## src/rtl/sha256_pkg.sv

```systemverilog
// ----------------------------------------------------------------------------
// SHA-256 package
// Shared types, constants and round functions for the byte stream hasher.
// ----------------------------------------------------------------------------
`default_nettype none
package sha256_pkg;

  localparam int unsigned BlockBytes = 64;
  localparam int unsigned Rounds     = 64;
  localparam int unsigned LenOffset  = 56;

  typedef logic [31:0] word_t;
  typedef logic [7:0]  byte_t;

  typedef enum logic [2:0] {
    ST_IDLE,
    ST_LOAD,
    ST_ROUND,
    ST_ADD,
    ST_PAD,
    ST_OUT
  } state_e;

  typedef struct packed {
    logic init;
    logic step;
    logic add;
  } core_ctl_t;

  localparam word_t InitChain [8] = '{
    32'h6a09e667, 32'hbb67ae85, 32'h3c6ef372, 32'ha54ff53a,
    32'h510e527f, 32'h9b05688c, 32'h1f83d9ab, 32'h5be0cd19
  };

  localparam word_t RoundConst [64] = '{
    32'h428a2f98, 32'h71374491, 32'hb5c0fbcf, 32'he9b5dba5, 32'h3956c25b, 32'h59f111f1,
    32'h923f82a4, 32'hab1c5ed5, 32'hd807aa98, 32'h12835b01, 32'h243185be, 32'h550c7dc3,
    32'h72be5d74, 32'h80deb1fe, 32'h9bdc06a7, 32'hc19bf174, 32'he49b69c1, 32'hefbe4786,
    32'h0fc19dc6, 32'h240ca1cc, 32'h2de92c6f, 32'h4a7484aa, 32'h5cb0a9dc, 32'h76f988da,
    32'h983e5152, 32'ha831c66d, 32'hb00327c8, 32'hbf597fc7, 32'hc6e00bf3, 32'hd5a79147,
    32'h06ca6351, 32'h14292967, 32'h27b70a85, 32'h2e1b2138, 32'h4d2c6dfc, 32'h53380d13,
    32'h650a7354, 32'h766a0abb, 32'h81c2c92e, 32'h92722c85, 32'ha2bfe8a1, 32'ha81a664b,
    32'hc24b8b70, 32'hc76c51a3, 32'hd192e819, 32'hd6990624, 32'hf40e3585, 32'h106aa070,
    32'h19a4c116, 32'h1e376c08, 32'h2748774c, 32'h34b0bcb5, 32'h391c0cb3, 32'h4ed8aa4a,
    32'h5b9cca4f, 32'h682e6ff3, 32'h748f82ee, 32'h78a5636f, 32'h84c87814, 32'h8cc70208,
    32'h90befffa, 32'ha4506ceb, 32'hbef9a3f7, 32'hc67178f2
  };

  function automatic word_t ror(word_t v, int unsigned s);
    ror = (v >> s) | (v << (32 - s));
  endfunction

endpackage
`default_nettype wire

```

## src/rtl/sha256_if.sv

```systemverilog
// ----------------------------------------------------------------------------
// SHA-256 stream interfaces
// Valid/ready channels for message bytes and digests.
// ----------------------------------------------------------------------------
`default_nettype none
interface sha256_in_if;
  logic       valid;
  logic       ready;
  logic [7:0] data_byte;
  logic       byte_present;
  logic       last;
  modport source (output valid, data_byte, byte_present, last, input ready);
  modport sink   (input valid, data_byte, byte_present, last, output ready);
endinterface

interface sha256_out_if;
  logic        valid;
  logic        ready;
  logic [63:0] digest_bits_255_192;
  logic [63:0] digest_bits_191_128;
  logic [63:0] digest_bits_127_64;
  logic [63:0] digest_bits_63_0;
  modport source (output valid, digest_bits_255_192, digest_bits_191_128,
                  digest_bits_127_64, digest_bits_63_0, input ready);
  modport sink   (input valid, digest_bits_255_192, digest_bits_191_128,
                  digest_bits_127_64, digest_bits_63_0, output ready);
endinterface
`default_nettype wire

```

## src/rtl/sha256_core.sv

```systemverilog
// ----------------------------------------------------------------------------
// SHA-256 round core
// One shared round unit and chaining state over an outside 16-word schedule.
// ----------------------------------------------------------------------------
`default_nettype none
module sha256_core (
  input  wire logic                  clk_i,
  input  wire logic                  rst_ni,
  input  wire sha256_pkg::core_ctl_t ctl_i,
  input  wire logic [5:0]            round_i,
  input  wire sha256_pkg::word_t     sched_w_i,
  input  wire sha256_pkg::word_t     sched_n1_i,
  input  wire sha256_pkg::word_t     sched_n9_i,
  input  wire sha256_pkg::word_t     sched_n14_i,
  output sha256_pkg::word_t          sched_new_o,
  output logic [255:0]               chain_o
);
  sha256_pkg::word_t chain_q [8];
  sha256_pkg::word_t r_q [8];
  sha256_pkg::word_t s0, s1, sched_new, w, big0, big1, ch, maj, t1, t2;

  always_comb begin
    s0 = sha256_pkg::ror(sched_n1_i, 7) ^ sha256_pkg::ror(sched_n1_i, 18)
         ^ (sched_n1_i >> 3);
    s1 = sha256_pkg::ror(sched_n14_i, 17) ^ sha256_pkg::ror(sched_n14_i, 19)
         ^ (sched_n14_i >> 10);
    sched_new = s1 + sched_n9_i + s0 + sched_w_i;
    w    = (round_i >= 6'd16) ? sched_new : sched_w_i;
    big1 = sha256_pkg::ror(r_q[4], 6) ^ sha256_pkg::ror(r_q[4], 11)
           ^ sha256_pkg::ror(r_q[4], 25);
    ch   = (r_q[4] & r_q[5]) ^ (~r_q[4] & r_q[6]);
    big0 = sha256_pkg::ror(r_q[0], 2) ^ sha256_pkg::ror(r_q[0], 13)
           ^ sha256_pkg::ror(r_q[0], 22);
    maj  = (r_q[0] & r_q[1]) ^ (r_q[0] & r_q[2]) ^ (r_q[1] & r_q[2]);
    t1   = r_q[7] + big1 + ch + sha256_pkg::RoundConst[round_i] + w;
    t2   = big0 + maj;
    for (int i = 0; i < 8; i++) chain_o[255-32*i -: 32] = chain_q[i];
  end

  assign sched_new_o = sched_new;

  always_ff @(posedge clk_i or negedge rst_ni) begin
    if (!rst_ni) begin
      for (int i = 0; i < 8; i++) chain_q[i] <= sha256_pkg::InitChain[i];
    end else if (ctl_i.init) begin
      for (int i = 0; i < 8; i++) chain_q[i] <= sha256_pkg::InitChain[i];
    end else if (ctl_i.add) begin
      for (int i = 0; i < 8; i++) chain_q[i] <= chain_q[i] + r_q[i];
    end
  end

  always_ff @(posedge clk_i) begin
    if (ctl_i.step) begin
      r_q[7] <= r_q[6]; r_q[6] <= r_q[5]; r_q[5] <= r_q[4];
      r_q[4] <= r_q[3] + t1;
      r_q[3] <= r_q[2]; r_q[2] <= r_q[1]; r_q[1] <= r_q[0];
      r_q[0] <= t1 + t2;
    end else if (!(ctl_i.add || ctl_i.init)) begin
      for (int i = 0; i < 8; i++) r_q[i] <= chain_q[i];
    end
  end
endmodule
`default_nettype wire

```

## src/rtl/sha256_byte_stream_hasher.sv

```systemverilog
// ----------------------------------------------------------------------------
// SHA-256 byte stream hasher
// Buffers message bytes into 64-byte blocks and compresses each block.
// ----------------------------------------------------------------------------
// Usage: in_i carries one message byte a beat (byte_present, last). A byte
// that does not fill a block is taken at once. A byte that fills a block
// holds ready low through the load, the rounds and the add. A beat with last
// pads the message (one or two extra compressions, each a pad pass over the
// 16 schedule words, a load, the rounds and an add) and then presents the
// digest on out_o. The digest stays until out_o is taken; no beat is
// accepted meanwhile. After that the chaining state is back at the initial
// values.
// Reset puts the chaining state at the initial values and empties the buffer.
// The buffer is a 16-word schedule memory; each round reads the words at
// offsets 0, 1, 9 and 14; rounds from 16 on write the new word back in place.
// ----------------------------------------------------------------------------
`default_nettype none
module sha256_byte_stream_hasher (
  input wire logic           clk_i,
  input wire logic           rst_ni,
  sha256_in_if.sink          in_i,
  sha256_out_if.source       out_o
);
  sha256_pkg::state_e state_q, state_d;
  sha256_pkg::word_t  buf_q [16];
  logic [5:0]  fill_q, fill_d;
  logic [63:0] bits_q, bits_d;
  logic [63:0] total_q, total_d;
  logic [5:0]  round_q, round_d;
  logic        fin_q, fin_d;         // finishing message
  logic        extra_q, extra_d;     // padding needs a second block
  logic        pad_blk_q, pad_blk_d; // current block holds padding
  logic [3:0]  pad_q, pad_d;
  sha256_pkg::core_ctl_t ctl;
  sha256_pkg::word_t sched_new;
  logic [255:0] chain;
  logic [3:0] wi;
  logic [5:0] pad_idx;
  logic       buf_byte_we, buf_word_we, buf_pad_we;
  sha256_pkg::word_t pad_word;

  assign wi = round_q[3:0];

  sha256_core u_core (
    .clk_i, .rst_ni, .ctl_i(ctl), .round_i(round_q),
    .sched_w_i(buf_q[wi]), .sched_n1_i(buf_q[wi + 4'd1]),
    .sched_n9_i(buf_q[wi + 4'd9]), .sched_n14_i(buf_q[wi + 4'd14]),
    .sched_new_o(sched_new), .chain_o(chain)
  );

  assign out_o.digest_bits_255_192 = chain[255:192];
  assign out_o.digest_bits_191_128 = chain[191:128];
  assign out_o.digest_bits_127_64  = chain[127:64];
  assign out_o.digest_bits_63_0    = chain[63:0];

  // keep bytes below fill, 0x80 at fill, zero above, length in the last block
  always_comb begin
    pad_word = '0;
    pad_idx  = '0;
    for (int b = 0; b < 4; b++) begin
      pad_idx = {pad_q, 2'(b)};
      if (!extra_q) begin
        if (pad_idx == fill_q) pad_word[31-8*b -: 8] = 8'h80;
        else if (pad_idx < fill_q) pad_word[31-8*b -: 8] = buf_q[pad_q][31-8*b -: 8];
      end
    end
    if (extra_q || fill_q < 6'(sha256_pkg::LenOffset)) begin
      if (pad_q == 4'd14) pad_word = total_q[63:32];
      if (pad_q == 4'd15) pad_word = total_q[31:0];
    end
  end

  always_comb begin
    state_d = state_q; fill_d = fill_q; bits_d = bits_q; total_d = total_q;
    round_d = round_q; fin_d = fin_q; extra_d = extra_q; pad_d = pad_q;
    pad_blk_d = pad_blk_q;
    ctl = '0; in_i.ready = 1'b0; out_o.valid = 1'b0;
    buf_byte_we = 1'b0; buf_word_we = 1'b0; buf_pad_we = 1'b0;
    unique case (state_q)
      sha256_pkg::ST_IDLE: begin
        in_i.ready = 1'b1;
        if (in_i.valid) begin
          if (in_i.byte_present) begin
            buf_byte_we = 1'b1;
            fill_d = fill_q + 6'd1;
          end
          fin_d = in_i.last; extra_d = 1'b0; pad_blk_d = 1'b0;
          if (in_i.byte_present && fill_q == 6'd63) begin
            state_d = sha256_pkg::ST_LOAD; round_d = '0;
          end else if (in_i.last) begin
            total_d = bits_q + {55'd0, fill_d, 3'd0};
            state_d = sha256_pkg::ST_PAD; pad_d = '0;
          end
        end
      end
      sha256_pkg::ST_PAD: begin
        buf_pad_we = 1'b1;
        pad_blk_d = 1'b1;
        pad_d = pad_q + 4'd1;
        if (pad_q == 4'd15) begin
          state_d = sha256_pkg::ST_LOAD; round_d = '0;
        end
      end
      sha256_pkg::ST_LOAD: begin
        state_d = sha256_pkg::ST_ROUND;
      end
      sha256_pkg::ST_ROUND: begin
        ctl.step = 1'b1;
        if (round_q >= 6'd16) buf_word_we = 1'b1;
        round_d = round_q + 6'd1;
        if (round_q == 6'(sha256_pkg::Rounds - 1)) state_d = sha256_pkg::ST_ADD;
      end
      sha256_pkg::ST_ADD: begin
        ctl.add = 1'b1;
        if (!pad_blk_q) begin
          bits_d = bits_q + 64'd512; fill_d = '0;
          if (fin_q) begin
            total_d = bits_q + 64'd512; pad_d = '0; extra_d = 1'b0;
            state_d = sha256_pkg::ST_PAD;
          end else begin
            state_d = sha256_pkg::ST_IDLE;
          end
        end else if (!extra_q && fill_q >= 6'(sha256_pkg::LenOffset)) begin
          extra_d = 1'b1; pad_d = '0; state_d = sha256_pkg::ST_PAD;
        end else begin
          state_d = sha256_pkg::ST_OUT;
        end
      end
      sha256_pkg::ST_OUT: begin
        out_o.valid = 1'b1;
        if (out_o.ready) begin
          ctl.init = 1'b1; fill_d = '0; bits_d = '0; fin_d = 1'b0;
          extra_d = 1'b0; pad_blk_d = 1'b0;
          state_d = sha256_pkg::ST_IDLE;
        end
      end
      default: state_d = sha256_pkg::ST_IDLE;
    endcase
  end

  always_ff @(posedge clk_i or negedge rst_ni) begin
    if (!rst_ni) begin
      state_q <= sha256_pkg::ST_IDLE;
      fill_q <= '0; bits_q <= '0; total_q <= '0; round_q <= '0;
      fin_q <= 1'b0; extra_q <= 1'b0; pad_blk_q <= 1'b0; pad_q <= '0;
    end else begin
      state_q <= state_d; fill_q <= fill_d; bits_q <= bits_d; total_q <= total_d;
      round_q <= round_d; fin_q <= fin_d;
      extra_q <= extra_d; pad_blk_q <= pad_blk_d; pad_q <= pad_d;
    end
  end

  always_ff @(posedge clk_i) begin
    if (buf_byte_we) buf_q[fill_q[5:2]][{~fill_q[1:0], 3'b000} +: 8] <= in_i.data_byte;
    if (buf_word_we) buf_q[wi] <= sched_new;
    if (buf_pad_we)  buf_q[pad_q] <= pad_word;
  end
endmodule
`default_nettype wire
```

## src/flat_wrapper.sv

```systemverilog
// flat-port wrapper written by rule: the top's interface ports become plain ports
module sha256_byte_stream_hasher_flat 
  (clk_i, rst_ni, in_i_valid, in_i_data_byte, in_i_byte_present, in_i_last, in_i_ready, out_o_valid, out_o_digest_bits_255_192, out_o_digest_bits_191_128, out_o_digest_bits_127_64, out_o_digest_bits_63_0, out_o_ready);
  sha256_in_if in_i_i ();
  sha256_out_if out_o_i ();
  input wire logic clk_i;
  input wire logic rst_ni;
  input wire logic [$bits(in_i_i.valid)-1:0] in_i_valid;
  input wire logic [$bits(in_i_i.data_byte)-1:0] in_i_data_byte;
  input wire logic [$bits(in_i_i.byte_present)-1:0] in_i_byte_present;
  input wire logic [$bits(in_i_i.last)-1:0] in_i_last;
  output wire logic [$bits(in_i_i.ready)-1:0] in_i_ready;
  output wire logic [$bits(out_o_i.valid)-1:0] out_o_valid;
  output wire logic [$bits(out_o_i.digest_bits_255_192)-1:0] out_o_digest_bits_255_192;
  output wire logic [$bits(out_o_i.digest_bits_191_128)-1:0] out_o_digest_bits_191_128;
  output wire logic [$bits(out_o_i.digest_bits_127_64)-1:0] out_o_digest_bits_127_64;
  output wire logic [$bits(out_o_i.digest_bits_63_0)-1:0] out_o_digest_bits_63_0;
  input wire logic [$bits(out_o_i.ready)-1:0] out_o_ready;
  assign in_i_i.valid = in_i_valid;
  assign in_i_i.data_byte = in_i_data_byte;
  assign in_i_i.byte_present = in_i_byte_present;
  assign in_i_i.last = in_i_last;
  assign in_i_ready = in_i_i.ready;
  assign out_o_valid = out_o_i.valid;
  assign out_o_digest_bits_255_192 = out_o_i.digest_bits_255_192;
  assign out_o_digest_bits_191_128 = out_o_i.digest_bits_191_128;
  assign out_o_digest_bits_127_64 = out_o_i.digest_bits_127_64;
  assign out_o_digest_bits_63_0 = out_o_i.digest_bits_63_0;
  assign out_o_i.ready = out_o_ready;
  sha256_byte_stream_hasher u_core (.clk_i(clk_i), .rst_ni(rst_ni), .in_i(in_i_i), .out_o(out_o_i));
endmodule
```

## config.mk

```make
export PLATFORM = sky130hd
export DESIGN_NAME = sha256_byte_stream_hasher_flat
export DESIGN_NICKNAME = d
export VERILOG_FILES = /design/src/rtl/sha256_pkg.sv /design/src/rtl/sha256_if.sv /design/src/rtl/sha256_core.sv /design/src/rtl/sha256_byte_stream_hasher.sv /design/src/flat_wrapper.sv
export SDC_FILE = /design/constraint.sdc
export NUM_CORES = 2
export LEC_CHECK = 0
export ABC_AREA = 1
export BUFFER_PORTS_ARGS = -buffer_cell sky130_fd_sc_hd__clkbuf_2
export CAP_MARGIN = 20
export CORE_ASPECT_RATIO = 1.4
export CORE_MARGIN = 2
export CORE_UTILIZATION = 30
export CTS_BUF_LIST = sky130_fd_sc_hd__clkbuf_4 sky130_fd_sc_hd__clkbuf_8
export CTS_CLUSTER_SIZE = 14
export DETAILED_ROUTE_END_ITERATION = 6
export PLACE_DENSITY = 0.52
export RECOVER_POWER = 25
export SYNTH_ARGS = -nofsm -noshare
export SYNTH_HDL_FRONTEND = slang
export SYNTH_SLANG_ARGS = --single-unit
```

## constraint.sdc

```tcl
create_clock -name clk_i -period 14.8 [get_ports clk_i]
set_input_delay 1.48 -clock clk_i [delete_from_list [all_inputs] [get_ports clk_i]]
set_output_delay 1.48 -clock clk_i [all_outputs]
set_load 0.05 [all_outputs]
```

==> results by stage <==
Outcome:
- The run finished, with violations left.
- The final reports fail on design-rule violations, max-capacitance violations, max-slew violations.

CTS:
- Clock tree synthesis selected as its root buffer the cell sky130_fd_sc_hd__clkbuf_8.
- The maximum clock path buffer count is 4.
- The H-tree was split into 4 levels.
- The clock latency reported for the late side of the worst-skew pair is about 1100 ps.
- The tree built by TritonCTS fans out to around 1,200 sinks.
- Buffers inserted to repair hold after CTS numbered 0.
- Clock-pin slew was measured on the worst setup and hold paths at 70 ps.
- In this run, post-CTS repair resized a total of 0 instances.
- TritonCTS built the clock tree.
- The total setup buffers inserted after CTS is 0.
- The number of buffers added by the clock tree synthesis step is approximately 220.

Die:
- The total area inside the core boundary comes to 0.303 mm^2.
- The overall die height is 656 um.
- 272 I/O pins were placed.
- The floorplan step set the die width to 470 um.
- The die covers a little over 0.3 mm^2.
- The starting density of the core is between 30% and 40%.
- The cell row count is 239.

Worst hold path:
- The tightest min-delay check is of the register to register type.

Yosys:
- By area the synthesized netlist is led by sky130_fd_sc_hd__edfxtp_1, sky130_fd_sc_hd__nand2_1, sky130_fd_sc_hd__o21ai_0.
- The most used flip-flop cell after synthesis is sky130_fd_sc_hd__edfxtp_1.
- Ranked by instance count, the synthesized netlist is headed by sky130_fd_sc_hd__nand2_1, sky130_fd_sc_hd__o21ai_0, sky130_fd_sc_hd__inv_1.
- The count of unique library cells instantiated by Yosys is 76.
- A synthesized cell averages 7.70 um^2.
- The flip-flop and latch count after synthesis is 1,162.
- The number of nets in the synthesized netlist is ~12,000.
- The most used standard cell by instance count after synthesis is sky130_fd_sc_hd__nand2_1.
- During synthesis, Yosys emitted a total of 0 warnings.
- In the synthesized netlist the async set-or-reset flop fraction comes to between 30% and 40%.
- The share of the yosys chip area belonging to registers is around 36%.
- The number of cells produced by synthesis is 11,800.
- The fraction of synthesized cell area taken by the top area cell type is roughly a quarter.
- Summing every instance area after synthesis gives between 0.09 and 0.1 mm^2.
- The number of enable flip-flop cells after synthesis is 768.
- The largest area contributor in the netlist is sky130_fd_sc_hd__edfxtp_1.

Setup path:
- The slowest stage of the critical path belongs to the cell sky130_fd_sc_hd__xor2_1.
- The most used cell along the critical path is sky130_fd_sc_hd__nand2_1.
- The required time of the critical path is ~16,000 ps.
- The endpoint class of the critical path is a register.
- For the worst setup path, the data arrival time is around 14,000 ps.
- STA classifies the critical path startpoint as a register.
- In this run the worst path has a maximum fanout of 82.
- In this design, the stage delay of the slowest critical-path cell is 760 ps.
- The setup path with the least slack is of type register to register.

Timing:
- The slew at the pin with the worst max-slew slack is between 5000 and 6000 ps.
- Setup repair after global routing left no endpoint under its margin.
- The number of hold-slack violations in the final timing report is 0.
- Of the available clock period, the critical path in the final layout requires 90.5%.
- Setup violations remaining at the end of the flow were counted as 0.
- After layout, the minimum clock period comes to between 10,000 and 15,000 ps.
- Measured against its own limit, the worst slew margin works out to -297%.
- The total negative slack for setup checks is 0 ps.
- The max-slew violation total from the final report is 821.
- The maximum clock skew at final layout is 128 ps.
- The maximum clock rate is 74.7 MHz.

Routing:
- After detailed routing, the number of remaining DRC violations is 6.
- The highest layer touched by signal routing is met5.
- The met3 layer wire length in the routed design is 32,300 um.
- The total number of vias is slightly below 90,000.
- The count of nets left with antenna violations once routing finished came out at 0.
- For this run, the detailed router's first-pass iteration total came to 7.
- Detailed routing placed a total of approximately 210,000 um of wire on met2.
- The final routed wire length divided by cell count is 27.7 um.
- After detailed routing, the wire length on met1 is 157,000 um.
- The average vias per placed instance is 5.48.
- Wires add up to 447,000 um.
- In this run, the number of DRC markers left after iteration 0 of detailed routing was 8,715.

Global routing:
- The global-route wire length before repair is 629,000 um.
- The maximum number of pins on one net before global-route repair is 207.
- The remaining global-route overflow is 0.
- The number of global-route vias before repair is 86,300.
- The initial antenna violation count is 18.
- Across every metal layer, demand over resource in global routing totals 28.0%.

Place:
- After detailed placement, the design holds a cell count of between 15,000 and 20,000.
- The placer's final routability congestion estimate is 1.04.
- The number of buffers inserted by port buffering is 271.
- Detailed placement finished with a half-perimeter wire length of roughly 340,000 um.

Finish:
- The multi-input gate area in the final layout is between 0.04 and 0.05 mm^2.
- In the final design database the tool counted 12,600 nets.
- The signed area change from the synthesized netlist to the final layout is 11.5%.
- Cells with a size suffix above 1 make up 8.89% of the layout.
- Registers take 0.0331 mm^2.
- The layout has 32,500 filler cells.
- The final standard cell count with taps included and fillers excluded is approximately 16,000.
- The final core utilization is around 34%.

Run:
- Max-cap violations in this run came to 15.
[metrics by stage]
step	cell area (um^2)	worst slack, ps	hold slack (ps)
finish	102000	1410	486
floorplan	91100	3650	448
global route	102000	709	516
CTS	102000	1590	402
global placement	97000	1070	459
detailed placement	97000	1620	468
[cell type report]
class	instances	share of cell area (%)
multi-input cells	8582	49.2
well taps	3976	4.89
inverters	1463	5.43
repair buffers	521	3.22
diodes	11	0.0271
clock buffers	284	3.57
clock inverters	110	1.12
flip-flops and latches	1162	32.6
[kinds of logic (layout without fill, tap and decap cells)]
| kind of cell | count (synthesis) | after routing | synth area share, % |
|---|---|---|---|
| simple gates | 3898 | 3898 | 17.4 |
| buf+inv | 2088 | 2378 | 9.14 |
| compound gates | 3519 | 3519 | 21.7 |
| other cells | 1 | 12 | 0.00411 |
| fa+ha+maj | 631 | 631 | 10.2 |
| mux | 47 | 47 | 0.583 |
| flops | 1162 | 1162 | 36.3 |
| xor+xnor | 486 | 486 | 4.68 |
[worst paths after layout]
kind	depth (start not counted)	endpoint	slack [ps]	from
setup / recovery	52	u_core.u_core.r_q[1][31]	1410	u_core.round_q[0]
min in group asynchronous	1	u_core.u_core.chain_o[106]	2200	rst_ni
setup reg to reg	52	u_core.u_core.r_q[1][31]	1410	u_core.round_q[0]
max in group asynchronous	4	u_core.pad_q[2]	2620	rst_ni
hold reg to reg	2	u_core.total_q[41]	490	u_core.total_q[41]
hold / removal	2	u_core.total_q[41]	490	u_core.total_q[41]
[metal layers]
| metal | track usage, % | vias up |
|---|---|---|
| li1 | - | 40600 |
| met2 | 47.6 | 4016 |
| met4 | 23.5 | 14 |
| met3 | 5.82 | 1431 |
| met1 | 29.8 | 42300 |
| met5 | 0 | - |
[placed cells by master, fill, tap and decap left out, types with 67 or more instances in the layout]
| master | count |
|---|---|
| sky130_fd_sc_hd__xor2_1 | 320 |
| sky130_fd_sc_hd__a31oi_1 | 82 |
| sky130_fd_sc_hd__nand2_1 | 2376 |
| sky130_fd_sc_hd__inv_1 | 1431 |
| sky130_fd_sc_hd__clkbuf_1 | 121 |
| sky130_fd_sc_hd__nor3_1 | 87 |
| sky130_fd_sc_hd__dfrtp_1 | 252 |
| sky130_fd_sc_hd__o21ai_1 | 100 |
| sky130_fd_sc_hd__o22ai_1 | 222 |
| sky130_fd_sc_hd__dfstp_2 | 136 |
| sky130_fd_sc_hd__clkbuf_8 | 241 |
| sky130_fd_sc_hd__ha_1 | 414 |
| sky130_fd_sc_hd__buf_4 | 213 |
| sky130_fd_sc_hd__clkbuf_2 | 163 |
| sky130_fd_sc_hd__nand3_1 | 429 |
| sky130_fd_sc_hd__a21oi_1 | 1043 |
| sky130_fd_sc_hd__nand4_1 | 67 |
| sky130_fd_sc_hd__xnor2_1 | 165 |
| sky130_fd_sc_hd__o21ai_0 | 1516 |
| sky130_fd_sc_hd__fa_1 | 196 |
| sky130_fd_sc_hd__nor2_1 | 797 |
| sky130_fd_sc_hd__edfxtp_1 | 768 |
| sky130_fd_sc_hd__o211ai_1 | 146 |
[flip-flops by register name, summed over array words and instances, names as in the netlist, 3 cells and up]
| name | count |
|---|---|
| u_core.buf_q | 512 |
| u_core.total_q | 61 |
| u_core.fill_q | 6 |
| u_core.u_core.chain_o | 256 |
| u_core.round_q | 6 |
| u_core.pad_q | 4 |
| u_core.bits_q | 55 |
| u_core.state_q | 3 |
| u_core.u_core.r_q | 256 |
[critical path: cells and delay by family (launching register included)]
| family | cells | cell delay (ps) |
|---|---|---|
| DFF | 1 | 710 |
| adders and majority gates | 10 | 4670 |
| buffers and inverters | 6 | 830 |
| xor gates and xnor gates | 4 | 1340 |
| and+or+nand+nor | 14 | 1530 |
| AOI/OAI and AO/OA | 18 | 3950 |
Power is not shown: default switching activity piles up to over one toggle a cycle in this logic, so the estimate is an artifact.
